$ cat src/rtl/touch_gesture_classifier_defines.svh
// assertion macros used by touch_gesture_classifier.sv
`ifndef TOUCH_GESTURE_CLASSIFIER_DEFINES_SVH
`define TOUCH_GESTURE_CLASSIFIER_DEFINES_SVH

`ifndef SYNTHESIS
// same-cycle implication
`define TGC_ASSERT_IMPL(name, clk, rst, ante, cons) \
   name: assert property (@(posedge clk) disable iff (rst) (ante) |-> (cons)) \
      else $error("assertion failed");
// next-cycle implication
`define TGC_ASSERT_NEXT(name, clk, rst, ante, cons) \
   name: assert property (@(posedge clk) disable iff (rst) (ante) |=> (cons)) \
      else $error("assertion failed");
`else
`define TGC_ASSERT_IMPL(name, clk, rst, ante, cons)
`define TGC_ASSERT_NEXT(name, clk, rst, ante, cons)
`endif

`endif

$ cat src/rtl/tgc_pkg.sv
`default_nettype none

package tgc_pkg;

   // fixed field widths
   localparam int STAMP_W     = 32;
   localparam int TIME_W      = 16;
   localparam int RADIUS_W    = 12;
   localparam int POS_W       = 12;
   localparam int CNT_W       = 4;
   localparam int DELTA_W     = 16;
   localparam int VEL_W       = 21;
   localparam int CSR_IDX_W   = 2;
   localparam int CSR_DATA_W  = 16;
   localparam int REQ_TDATA_W = 80;
   localparam int RSP_TDATA_W = 64;

   localparam int VEL_MAX = 1048575;

   localparam logic [CNT_W-1:0] CNT_MAX       = 4'd15;
   localparam logic [CNT_W-1:0] PINCH_FINGERS = 4'd2;

   // register reset values
   localparam logic [TIME_W-1:0]   TAP_TIME_RST   = 16'd250;
   localparam logic [RADIUS_W-1:0] TAP_RADIUS_RST = 12'd5;
   localparam logic [RADIUS_W-1:0] SWIPE_MIN_RST  = 12'd20;

   // register indexes
   localparam logic [CSR_IDX_W-1:0] REG_TAP_TIME   = 2'd0;
   localparam logic [CSR_IDX_W-1:0] REG_TAP_RADIUS = 2'd1;
   localparam logic [CSR_IDX_W-1:0] REG_SWIPE_MIN  = 2'd2;

   typedef enum logic [1:0] {
      FUNC_DOWN   = 2'd0,
      FUNC_MOTION = 2'd1,
      FUNC_UP     = 2'd2,
      FUNC_MULTI  = 2'd3
   } tgc_func_type;

   typedef enum logic [1:0] {
      G_TAP   = 2'd0,
      G_HOLD  = 2'd1,
      G_SWIPE = 2'd2,
      G_PINCH = 2'd3
   } tgc_gesture_type;

   typedef enum logic [3:0] {
      S_IDLE = 4'b0001,
      S_EXEC = 4'b0010,
      S_CALC = 4'b0100,
      S_DONE = 4'b1000
   } tgc_state_type;

   // divider control from the sequencer
   typedef struct packed {
      logic load;
      logic neg;
   } tgc_div_ctrl_type;

endpackage

`default_nettype wire

$ cat src/rtl/tgc_vel_div.sv
`default_nettype none

// restoring divider, one quotient bit per cycle, with saturation and sign
module tgc_vel_div #(
   parameter int NUM_W = 20
) (
   input  wire                                    clock,
   input  wire                                    reset,
   input  wire  tgc_pkg::tgc_div_ctrl_type        ctrl,
   input  wire        [NUM_W-1:0]                 num,
   input  wire        [tgc_pkg::STAMP_W-1:0]      divisor,
   output logic                                   done,
   output logic signed [tgc_pkg::VEL_W-1:0]       vel
);
   import tgc_pkg::*;

   localparam int DCNT_W = $clog2(NUM_W + 1);
   localparam int SAT_W  = (NUM_W > VEL_W) ? NUM_W : VEL_W;

   logic [DCNT_W-1:0]  cnt_ff, cnt_in;
   logic [NUM_W-1:0]   num_ff, num_in;
   logic [STAMP_W-1:0] rem_ff, rem_in;
   logic [STAMP_W-1:0] div_ff, div_in;
   logic               neg_ff, neg_in;

   logic [STAMP_W:0]   trial;
   logic [STAMP_W:0]   diff;
   logic               fits;
   logic [SAT_W-1:0]   q_ext;
   logic [VEL_W-1:0]   mag;

   // one trial subtraction
   always_comb begin
      trial = {rem_ff, num_ff[NUM_W-1]};
      diff  = trial - {1'b0, div_ff};
      fits  = trial >= {1'b0, div_ff};
   end

   // next state
   always_comb begin
      cnt_in = cnt_ff;
      num_in = num_ff;
      rem_in = rem_ff;
      div_in = div_ff;
      neg_in = neg_ff;
      if (ctrl.load) begin
         cnt_in = DCNT_W'(NUM_W);
         num_in = num;
         rem_in = '0;
         div_in = divisor;
         neg_in = ctrl.neg;
      end else if (cnt_ff != '0) begin
         cnt_in = cnt_ff - 1'b1;
         num_in = {num_ff[NUM_W-2:0], fits};
         rem_in = fits ? diff[STAMP_W-1:0] : trial[STAMP_W-1:0];
      end
   end

   always_ff @(posedge clock) begin
      if (reset) begin
         cnt_ff <= '0;
      end else begin
         cnt_ff <= cnt_in;
      end
   end

   always_ff @(posedge clock) begin
      num_ff <= num_in;
      rem_ff <= rem_in;
      div_ff <= div_in;
      neg_ff <= neg_in;
   end

   // saturate the quotient and apply the sign
   always_comb begin
      q_ext = SAT_W'(num_ff);
      if (q_ext > SAT_W'(VEL_MAX)) begin
         mag = VEL_W'(VEL_MAX);
      end else begin
         mag = VEL_W'(q_ext);
      end
      vel  = neg_ff ? -$signed(mag) : $signed(mag);
      done = (cnt_ff == '0);
   end

endmodule

`default_nettype wire

$ cat src/rtl/touch_gesture_classifier.sv
// touch gesture classifier
//
// req channel: one touch event per request, kind in req_tuser, the rest in
// req_tdata. rsp channel: zero or one gesture per request, kind in
// rsp_tuser. csr channel: register writes, always ready, applied at once;
// write only while no request is in flight.
//
// one request is worked on at a time. finger-down, motion and multigesture
// pass through the exec state; a result (if any) then waits in the done state
// until it is loaded into the output register. a finger-up with an active
// touch runs the squared distances (one multiplier bit per cycle) and the
// two velocity dividers (one quotient bit per cycle) side by side, and the
// sequencer classifies the touch once both the squaring and the dividers are through.
//
// the output register frees req_tready while a result waits; a following
// result waits in the sequencer until rsp_tready takes the earlier one.
// reset clears the touch state, the finger count, any pending result and
// returns the registers to their defaults.
`default_nettype none
`include "touch_gesture_classifier_defines.svh"

module touch_gesture_classifier #(
   parameter int COORD_BITS = 12,
   parameter int FRAC_BITS  = 8
) (
   input  wire                                 clock,
   input  wire                                 reset,
   // request: tdata = pos_x, pos_y, stamp_ms, finger_total, pinch_delta, zero pad
   input  wire                                 req_tvalid,
   output logic                                req_tready,
   input  wire  [tgc_pkg::REQ_TDATA_W-1:0]     req_tdata,
   // request: tuser = func
   input  wire  [1:0]                          req_tuser,
   // response: tdata = vel_x, vel_y, pinch_amount, held_count, zero pad
   output logic                                rsp_tvalid,
   input  wire                                 rsp_tready,
   output logic [tgc_pkg::RSP_TDATA_W-1:0]     rsp_tdata,
   // response: tuser = gesture
   output logic [1:0]                          rsp_tuser,
   input  wire                                 csr_valid,
   output logic                                csr_ready,
   input  wire  [tgc_pkg::CSR_IDX_W-1:0]       csr_index,
   input  wire  [tgc_pkg::CSR_DATA_W-1:0]      csr_data
);
   import tgc_pkg::*;

   localparam int SQ_W     = (COORD_BITS > RADIUS_W) ? COORD_BITS : RADIUS_W;
   localparam int PROD_W   = 2 * SQ_W;
   localparam int D2_W     = PROD_W + 1;
   localparam int NUM_W    = COORD_BITS + FRAC_BITS;
   localparam int SQCNT_W  = $clog2(SQ_W + 1);

   tgc_state_type          state_ff, state_in;

   // captured request
   tgc_func_type           func_ff, func_in;
   logic [COORD_BITS-1:0]  px_ff, px_in;
   logic [COORD_BITS-1:0]  py_ff, py_in;
   logic [STAMP_W-1:0]     stamp_ff, stamp_in;
   logic [CNT_W-1:0]       fingers_ff, fingers_in;
   logic [DELTA_W-1:0]     delta_ff, delta_in;

   // registers
   logic [TIME_W-1:0]      tap_time_ff, tap_time_in;
   logic [RADIUS_W-1:0]    tap_radius_ff, tap_radius_in;
   logic [RADIUS_W-1:0]    swipe_min_ff, swipe_min_in;

   // touch state
   logic                   touch_active_ff, touch_active_in;
   logic [COORD_BITS-1:0]  start_px_ff, start_px_in;
   logic [COORD_BITS-1:0]  start_py_ff, start_py_in;
   logic [STAMP_W-1:0]     start_stamp_ff, start_stamp_in;
   logic [CNT_W-1:0]       finger_count_ff, finger_count_in;

   // serial squaring
   logic                   short_ff, short_in;
   logic [SQCNT_W-1:0]     sq_cnt_ff, sq_cnt_in;
   logic [SQ_W-1:0]        mx_ff, mx_in, my_ff, my_in, mr_ff, mr_in, ms_ff, ms_in;
   logic [PROD_W-1:0]      ax_ff, ax_in, ay_ff, ay_in, ar_ff, ar_in, as_ff, as_in;
   logic [D2_W-1:0]        d2_ff, d2_in;
   logic [PROD_W-1:0]      r2_ff, r2_in;
   logic [PROD_W-1:0]      s2_ff, s2_in;

   tgc_gesture_type        res_g_ff, res_g_in;

   // output register
   logic                   rsp_valid_ff, rsp_valid_in;
   tgc_gesture_type        rsp_gesture_ff, rsp_gesture_in;
   logic [VEL_W-1:0]       rsp_vel_x_ff, rsp_vel_x_in;
   logic [VEL_W-1:0]       rsp_vel_y_ff, rsp_vel_y_in;
   logic [DELTA_W-1:0]     rsp_pinch_ff, rsp_pinch_in;
   logic [CNT_W-1:0]       rsp_held_ff, rsp_held_in;

   logic [STAMP_W-1:0]     elapsed;
   logic                   is_short;
   logic                   is_long;
   logic [STAMP_W-1:0]     divisor;
   logic [COORD_BITS-1:0]  dx, dy;
   logic                   neg_x, neg_y;
   logic                   req_fire;
   logic                   slot_free;

   tgc_div_ctrl_type       div_ctrl_x, div_ctrl_y;
   logic                   div_done_x, div_done_y;
   logic signed [VEL_W-1:0] vel_x, vel_y;

   // time and distance of the captured event against the stored start
   always_comb begin
      elapsed  = stamp_ff - start_stamp_ff;
      is_short = elapsed < STAMP_W'(tap_time_ff);
      is_long  = elapsed > STAMP_W'(tap_time_ff);
      divisor  = (elapsed == '0) ? STAMP_W'(1) : elapsed;
      neg_x    = px_ff < start_px_ff;
      neg_y    = py_ff < start_py_ff;
      dx       = neg_x ? (start_px_ff - px_ff) : (px_ff - start_px_ff);
      dy       = neg_y ? (start_py_ff - py_ff) : (py_ff - start_py_ff);
   end

   // velocity dividers, loaded on a finger-up with an active touch
   always_comb begin
      div_ctrl_x.load = (state_ff == S_EXEC) && (func_ff == FUNC_UP) && touch_active_ff;
      div_ctrl_x.neg  = neg_x;
      div_ctrl_y.load = div_ctrl_x.load;
      div_ctrl_y.neg  = neg_y;
   end

   tgc_vel_div #(
      .NUM_W (NUM_W)
   ) u_div_x (
      .clock   (clock),
      .reset   (reset),
      .ctrl    (div_ctrl_x),
      .num     (NUM_W'(dx) << FRAC_BITS),
      .divisor (divisor),
      .done    (div_done_x),
      .vel     (vel_x)
   );

   tgc_vel_div #(
      .NUM_W (NUM_W)
   ) u_div_y (
      .clock   (clock),
      .reset   (reset),
      .ctrl    (div_ctrl_y),
      .num     (NUM_W'(dy) << FRAC_BITS),
      .divisor (divisor),
      .done    (div_done_y),
      .vel     (vel_y)
   );

   assign req_tready = (state_ff == S_IDLE);
   assign req_fire   = req_tvalid && req_tready;
   assign slot_free  = !rsp_valid_ff || rsp_tready;
   assign csr_ready  = 1'b1;

   // sequencer and datapath next state
   always_comb begin
      state_in        = state_ff;
      func_in         = func_ff;
      px_in           = px_ff;
      py_in           = py_ff;
      stamp_in        = stamp_ff;
      fingers_in      = fingers_ff;
      delta_in        = delta_ff;
      tap_time_in     = tap_time_ff;
      tap_radius_in   = tap_radius_ff;
      swipe_min_in    = swipe_min_ff;
      touch_active_in = touch_active_ff;
      start_px_in     = start_px_ff;
      start_py_in     = start_py_ff;
      start_stamp_in  = start_stamp_ff;
      finger_count_in = finger_count_ff;
      short_in        = short_ff;
      sq_cnt_in       = sq_cnt_ff;
      mx_in           = mx_ff;
      my_in           = my_ff;
      mr_in           = mr_ff;
      ms_in           = ms_ff;
      ax_in           = ax_ff;
      ay_in           = ay_ff;
      ar_in           = ar_ff;
      as_in           = as_ff;
      d2_in           = d2_ff;
      r2_in           = r2_ff;
      s2_in           = s2_ff;
      res_g_in        = res_g_ff;
      rsp_valid_in    = rsp_valid_ff;
      rsp_gesture_in  = rsp_gesture_ff;
      rsp_vel_x_in    = rsp_vel_x_ff;
      rsp_vel_y_in    = rsp_vel_y_ff;
      rsp_pinch_in    = rsp_pinch_ff;
      rsp_held_in     = rsp_held_ff;

      // register writes
      if (csr_valid) begin
         case (csr_index)
            REG_TAP_TIME:   tap_time_in   = csr_data[TIME_W-1:0];
            REG_TAP_RADIUS: tap_radius_in = csr_data[RADIUS_W-1:0];
            REG_SWIPE_MIN:  swipe_min_in  = csr_data[RADIUS_W-1:0];
            default: ;
         endcase
      end

      // response taken
      if (rsp_tready) begin
         rsp_valid_in = 1'b0;
      end

      case (state_ff)
         S_IDLE: begin
            if (req_fire) begin
               func_in    = tgc_func_type'(req_tuser);
               px_in      = COORD_BITS'(req_tdata[POS_W-1:0]);
               py_in      = COORD_BITS'(req_tdata[2*POS_W-1:POS_W]);
               stamp_in   = req_tdata[2*POS_W+STAMP_W-1:2*POS_W];
               fingers_in = req_tdata[2*POS_W+STAMP_W+CNT_W-1:2*POS_W+STAMP_W];
               delta_in   = req_tdata[2*POS_W+STAMP_W+CNT_W+DELTA_W-1:
                                      2*POS_W+STAMP_W+CNT_W];
               state_in   = S_EXEC;
            end
         end

         S_EXEC: begin
            state_in = S_IDLE;
            case (func_ff)
               FUNC_DOWN: begin
                  start_px_in     = px_ff;
                  start_py_in     = py_ff;
                  start_stamp_in  = stamp_ff;
                  touch_active_in = 1'b1;
                  if (finger_count_ff != CNT_MAX) begin
                     finger_count_in = finger_count_ff + 1'b1;
                  end
               end
               FUNC_MOTION: begin
                  // hold needs a single finger pressed past the tap time
                  if (touch_active_ff && (finger_count_ff == CNT_W'(1)) && is_long) begin
                     start_px_in = px_ff;
                     start_py_in = py_ff;
                     res_g_in    = G_HOLD;
                     state_in    = S_DONE;
                  end
               end
               FUNC_UP: begin
                  if (finger_count_ff != '0) begin
                     finger_count_in = finger_count_ff - 1'b1;
                  end
                  if (touch_active_ff) begin
                     touch_active_in = 1'b0;
                     short_in        = is_short;
                     sq_cnt_in       = SQCNT_W'(SQ_W);
                     mx_in           = SQ_W'(dx);
                     my_in           = SQ_W'(dy);
                     mr_in           = SQ_W'(tap_radius_ff);
                     ms_in           = SQ_W'(swipe_min_ff);
                     ax_in           = PROD_W'(dx);
                     ay_in           = PROD_W'(dy);
                     ar_in           = PROD_W'(tap_radius_ff);
                     as_in           = PROD_W'(swipe_min_ff);
                     d2_in           = '0;
                     r2_in           = '0;
                     s2_in           = '0;
                     state_in        = S_CALC;
                  end
               end
               FUNC_MULTI: begin
                  if (fingers_ff == PINCH_FINGERS) begin
                     res_g_in = G_PINCH;
                     state_in = S_DONE;
                  end
               end
               default: ;
            endcase
         end

         S_CALC: begin
            if (sq_cnt_ff != '0) begin
               // shift-add squaring, one multiplier bit per cycle
               sq_cnt_in = sq_cnt_ff - 1'b1;
               d2_in = d2_ff + (mx_ff[0] ? D2_W'(ax_ff) : '0)
                             + (my_ff[0] ? D2_W'(ay_ff) : '0);
               r2_in = r2_ff + (mr_ff[0] ? ar_ff : '0);
               s2_in = s2_ff + (ms_ff[0] ? as_ff : '0);
               mx_in = mx_ff >> 1;
               my_in = my_ff >> 1;
               mr_in = mr_ff >> 1;
               ms_in = ms_ff >> 1;
               ax_in = ax_ff << 1;
               ay_in = ay_ff << 1;
               ar_in = ar_ff << 1;
               as_in = as_ff << 1;
            end else if (div_done_x) begin
               // tap is tested before swipe
               state_in = S_IDLE;
               if (short_ff && (d2_ff < D2_W'(r2_ff))) begin
                  res_g_in = G_TAP;
                  state_in = S_DONE;
               end else if (short_ff && (d2_ff >= D2_W'(s2_ff))) begin
                  res_g_in = G_SWIPE;
                  state_in = S_DONE;
               end
            end
         end

         S_DONE: begin
            if (slot_free) begin
               rsp_valid_in   = 1'b1;
               rsp_gesture_in = res_g_ff;
               rsp_vel_x_in   = (res_g_ff == G_SWIPE) ? vel_x : '0;
               rsp_vel_y_in   = (res_g_ff == G_SWIPE) ? vel_y : '0;
               // a closing pinch reports zero
               rsp_pinch_in   = ((res_g_ff == G_PINCH) && !delta_ff[DELTA_W-1]) ?
                                delta_ff : '0;
               rsp_held_in    = finger_count_ff;
               state_in       = S_IDLE;
            end
         end

         default: begin
            state_in = S_IDLE;
         end
      endcase
   end

   // control state
   always_ff @(posedge clock) begin
      if (reset) begin
         state_ff        <= S_IDLE;
         tap_time_ff     <= TAP_TIME_RST;
         tap_radius_ff   <= TAP_RADIUS_RST;
         swipe_min_ff    <= SWIPE_MIN_RST;
         touch_active_ff <= 1'b0;
         start_px_ff     <= '0;
         start_py_ff     <= '0;
         start_stamp_ff  <= '0;
         finger_count_ff <= '0;
         sq_cnt_ff       <= '0;
         rsp_valid_ff    <= 1'b0;
      end else begin
         state_ff        <= state_in;
         tap_time_ff     <= tap_time_in;
         tap_radius_ff   <= tap_radius_in;
         swipe_min_ff    <= swipe_min_in;
         touch_active_ff <= touch_active_in;
         start_px_ff     <= start_px_in;
         start_py_ff     <= start_py_in;
         start_stamp_ff  <= start_stamp_in;
         finger_count_ff <= finger_count_in;
         sq_cnt_ff       <= sq_cnt_in;
         rsp_valid_ff    <= rsp_valid_in;
      end
   end

   // payload
   always_ff @(posedge clock) begin
      func_ff        <= func_in;
      px_ff          <= px_in;
      py_ff          <= py_in;
      stamp_ff       <= stamp_in;
      fingers_ff     <= fingers_in;
      delta_ff       <= delta_in;
      short_ff       <= short_in;
      mx_ff          <= mx_in;
      my_ff          <= my_in;
      mr_ff          <= mr_in;
      ms_ff          <= ms_in;
      ax_ff          <= ax_in;
      ay_ff          <= ay_in;
      ar_ff          <= ar_in;
      as_ff          <= as_in;
      d2_ff          <= d2_in;
      r2_ff          <= r2_in;
      s2_ff          <= s2_in;
      res_g_ff       <= res_g_in;
      rsp_gesture_ff <= rsp_gesture_in;
      rsp_vel_x_ff   <= rsp_vel_x_in;
      rsp_vel_y_ff   <= rsp_vel_y_in;
      rsp_pinch_ff   <= rsp_pinch_in;
      rsp_held_ff    <= rsp_held_in;
   end

   // response ports
   assign rsp_tvalid = rsp_valid_ff;
   assign rsp_tuser  = rsp_gesture_ff;
   assign rsp_tdata  = {{(RSP_TDATA_W - 2*VEL_W - DELTA_W - CNT_W){1'b0}},
                        rsp_held_ff, rsp_pinch_ff, rsp_vel_y_ff, rsp_vel_x_ff};

   // checks
   `TGC_ASSERT_IMPL(a_calc_touch_clear, clock, reset, state_ff == S_CALC, !touch_active_ff)
   `TGC_ASSERT_IMPL(a_div_lockstep, clock, reset, 1'b1, div_done_x == div_done_y)
   `TGC_ASSERT_IMPL(a_rsp_from_done, clock, reset, $rose(rsp_valid_ff), $past(state_ff == S_DONE))
   `TGC_ASSERT_NEXT(a_accept_to_exec, clock, reset, req_fire, state_ff == S_EXEC)

endmodule

`default_nettype wire
$ cat config.mk
export PLATFORM = sky130hd
export DESIGN_NAME = touch_gesture_classifier
export DESIGN_NICKNAME = d
export VERILOG_FILES = /design/src/rtl/tgc_pkg.sv /design/src/rtl/tgc_vel_div.sv /design/src/rtl/touch_gesture_classifier.sv
export VERILOG_INCLUDE_DIRS = /design/src /design/src/rtl
export SDC_FILE = /design/constraint.sdc
export NUM_CORES = 2
export LEC_CHECK = 0
export BUFFER_PORTS_ARGS = -buffer_cell sky130_fd_sc_hd__buf_2
export CAP_MARGIN = 20
export CELL_PAD_IN_SITES_DETAIL_PLACEMENT = 2
export CELL_PAD_IN_SITES_GLOBAL_PLACEMENT = 2
export CORE_MARGIN = 2
export CORE_UTILIZATION = 44
export DETAILED_ROUTE_END_ITERATION = 6
export PLACE_DENSITY_LB_ADDON = 0.05
export SETUP_SLACK_MARGIN = 0.5
export SYNTH_ARGS = -nofsm -noshare
export SYNTH_HDL_FRONTEND = slang
export SYNTH_SLANG_ARGS = --single-unit
export TNS_END_PERCENT = 50
$ cat constraint.sdc
create_clock -name clock -period 10.94 [get_ports clock]
set_input_delay 1.094 -clock clock [delete_from_list [all_inputs] [get_ports clock]]
set_output_delay 1.094 -clock clock [all_outputs]
set_load 0.05 [all_outputs]
==> impl_metrics.yaml <==
layout:
  finalNetCount: 4306
  final-seq-area_um2: 16600
  drive_gt1_frac: 0.0900
  syn2layout_area_growth_pct: 11.9
  final_area_um2: 40900
  final_cells: 5017
  fillCellCount: 8556
  multi_input_area_um2: 18400
clock_network:
  cts-buffers-inserted: 75
  clock_sinks: 620
  cts_setup_buffers: 0
  cts_tree: "done"
  ctsLongestPathBuffers: 3
  worst_setup_hold_path_clk_slew_ns: 0.06
  h-tree-depth: 3
  worstSkewPairLatency_ns: 0.65
  ctsResizeCount: 0
  cts_root_buf: "clkbuf_16"
  cts_hold_buf: 0
worst_setup_path:
  worst-path-stages: 20
  cpMaxStageDelayCell: "buf_4"
  path_delay_family: "compound AO/OA/AOI/OAI gates"
  path_cells: "ha_1 > a21o_1 > or3_4 > o311a_1 > o21ai_0 > nand2_1 > a21o_1 > a21oi_1 > xnor2_1 > ha_1 > nand4_1 > nor3_1 > o21ai_0 > o211ai_1 > a211o_2 > nor4_4 > o31ai_4 > buf_4 > mux2i_1 > nor2_1"
  r2r_end: "start_py_ff[7]"
  r2r_start: "stamp_ff[4]"
  worstPathRequired_ns: 11.42
  path_buf_inv: 1
  worst_setup_path_end_kind: "flip-flop"
  rr_worst_depth: 20
  cp-start-kind: "flip-flop"
  crit_path_end: "start_py_ff[7]"
  crit_fanout: 24
  ff2ff_setup_slack_ns: 5.65
  setup.worst_path.start: "stamp_ff[4]"
  crit_type: "flip-flop to flip-flop"
  max_stage_delay_ns: 0.48
  cp.arrival_ns: 5.77
global_route:
  grt_pass1_wl_mm: 187
  grt_pass1_vias: 32500
  grt-ovfl-total: 0
  grt_max_degree: 151
  gr-usage-all-layers: 0.278
  antenna_found_initial: 1
detailed_routing:
  vias: 28900
  vias_per_cell: 5.76
  avgRoutedWirePerCell_um: 23.8
  routed_wl_mm: 119
  drt_iter0_markers: 1379
  ant_nets: 0
  remaining_drc_errors: 0
  dr.pass1.iters: 4
yosys:
  synth_area_leaders: "edfxtp_1 (35%), dfxtp_1 (11%), ha_1 (9.7%)"
  seq_area_frac_synth: 0.455
  synth_top_cell_area_share: 0.345
  yosys.area.top_type: "edfxtp_1"
  ys_types: 96
  synth-edff-count: 420
  synth_seq_cells: 620
  syn_area_um2: 36500
  yosysWarnings: 0
  synth_cells: 3762
  postSynth.asyncResetShare: 0
  synth_area_per_cell_um2: 9.71
  yosys_most_used_dff: "edfxtp_1"
power_and_ir_drop:
  leakagePower_nw: 16.8
  power_density_nw_per_um2: 203
  vdd.ir_drop.worst_uv: 165
die:
  die_x_um: 292
  start_util: 0.445
  die_area_um2: 85300
  die-height_um: 292
  io_pins: 174
  placementRows: 105
  core_um2: 82100
timing:
  finClkSkew_ns: 0.0264
  max_freq_mhz: 189
  slew_viol_final: 0
  rsz0062_at_grt: "no"
  hold_viol_final: 0
  setup_ws_ns: 5.65
  fin_crit_sh: 0.483
  fin_tns_setup_ns: 0
  setup_viol: 0
  hold_ws_ns: 0.458
  max_slew_margin: 0.294
  max_slew.worst_pin.slew_ns: 1.06
  finalCriticalPeriod_ns: 5.29
place:
  place.gp.congestion: 0.865
  io_buffers: 166
  hpwl_mm: 86.4
  place_area_um2: 38400
  place_inst: 4877
  pre_cts_ws_ns: 5.64
flow_run:
  cap_violations: 0
worst_hold_path:
  worstHoldPathType: "flip-flop to flip-flop"
run_status:
  status: "finished clean"
==> worst min-delay path by stage <==
stage,start,endpoint,slack (ns),depth (start not counted)
finish,start_stamp_ff[21],start_stamp_ff[21],0.46,2
global route,start_stamp_ff[21],start_stamp_ff[21],0.47,2
CTS,start_stamp_ff[21],start_stamp_ff[21],0.46,2
detailed placement,start_stamp_ff[21],start_stamp_ff[21],0.45,2
global placement,swipe_min_ff[11],swipe_min_ff[11],0.44,2
floorplan,swipe_min_ff[0],swipe_min_ff[0],0.43,2
==> power breakdown <==
part | internal, mW | switching, mW | total (mW)
clock | 1.49 | 1.08 | 2.57
sequential | 2.83 | 0.262 | 3.09
combinational | 1.01 | 1.62 | 2.63
total | 5.33 | 2.97 | 8.29
==> flip-flops by register name, indices dropped and copies added, names as in the netlist, 25 cells and up <==
signal / flops
d2_ff: 25
stamp_ff: 32
u_div_y.div_ff: 32
u_div_x.rem_ff: 32
start_stamp_ff: 32
u_div_y.rem_ff: 32
==> stage by stage <==
| stage | power, mW | util |
|---|---|---|
| 2_1_floorplan | 4.94 | - |
| 3_3_place_gp | 5.48 | 0.467 |
| 3_5_place_dp | 5.71 | 0.467 |
| 4_1_cts | 8.35 | 0.498 |
| 5_1_grt | 8.76 | 0.498 |
| 6_report | 8.29 | 0.498 |
==> synthesized netlist by cell type (all sizes together), types with 6 or more instances <==
master and n:
a21o 103, and2 171, o31ai 27, mux2 13, nor3 67, a311oi 6
xor2 96, nor4 11, nand2b 42, o41ai 6, or2 11, o22ai 6
a21oi 293, buf 15, nand4 24, o21ai 181, ha 283, or4 9
mux2i 66, inv 256, a21boi 7, edfxtp 420, o21a 48, a221oi 8
dfxtp 200, nand2 458, nand3 70, xnor2 112, fa 34, nor2b 36
clkbuf 130, a211o 13, nor3b 9, and3 15, o211ai 24, nor2 297
or3 22, o21bai 27, nand3b 10, a31oi 15, a211oi 46, a2111oi 6
==> kinds of logic (layout without fill, tap and decap cells) <==
kind of cell,after synthesis,count (layout),synth area share
other cells,2,5,0.000206
compound gates,862,862,0.150
simple gates,1272,1272,0.165
buf+inv,402,584,0.0424
fa+ha+maj,317,317,0.116
xor+xnor,208,208,0.0499
flops,620,620,0.455
mux,79,79,0.0221
==> routing by layer <==
metal  wire [µm]  vias to the layer above  global-route usage
met4        4030                        0              0.0927
met1       48700                    14800               0.322
li1            -                    13500                   -
met3        2890                      205              0.0308
met2       63600                      430               0.529
met5           0                        -                   0
==> worst min-delay path, cell delays in order, from the launching register on <==
cell,delay [ns]
dfxtp_1,0.31
nand2_1,0.05
a21oi_1,0.05
==> cells in the final DEF (no fill, tap or decap), types with 24 or more instances in the layout <==
master,netlist,final
o21a_1,48,48
o21ai_0,173,173
a211oi_1,45,45
nor2_1,297,294
nor3_1,67,67
edfxtp_1,420,420
xor2_1,96,96
nand2b_1,42,42
clkbuf_16,0,75
ha_1,283,283
and2_1,170,169
mux2i_1,66,66
dfxtp_1,200,200
o31ai_1,25,25
nor2b_1,36,35
buf_2,3,165
o211ai_1,24,24
fa_1,34,34
a21oi_1,292,292
o21bai_1,27,27
nand2_1,458,458
inv_1,256,255
a21o_1,102,102
nand4_1,24,24
nand3_1,70,69
xnor2_1,112,112
==> final cells by class <==
type                            instances  area share
Sequential cell                       620       0.407
Antenna cell                            1   0.0000612
Clock buffer                          105      0.0511
Inverter                              257      0.0239
Tap cell                             1070      0.0328
Multi-Input combinational cell       2742       0.451
Timing Repair Buffer                  188      0.0247
Clock inverter                         34      0.0103
No activity file was read; power rests on OpenSTA's default activity.
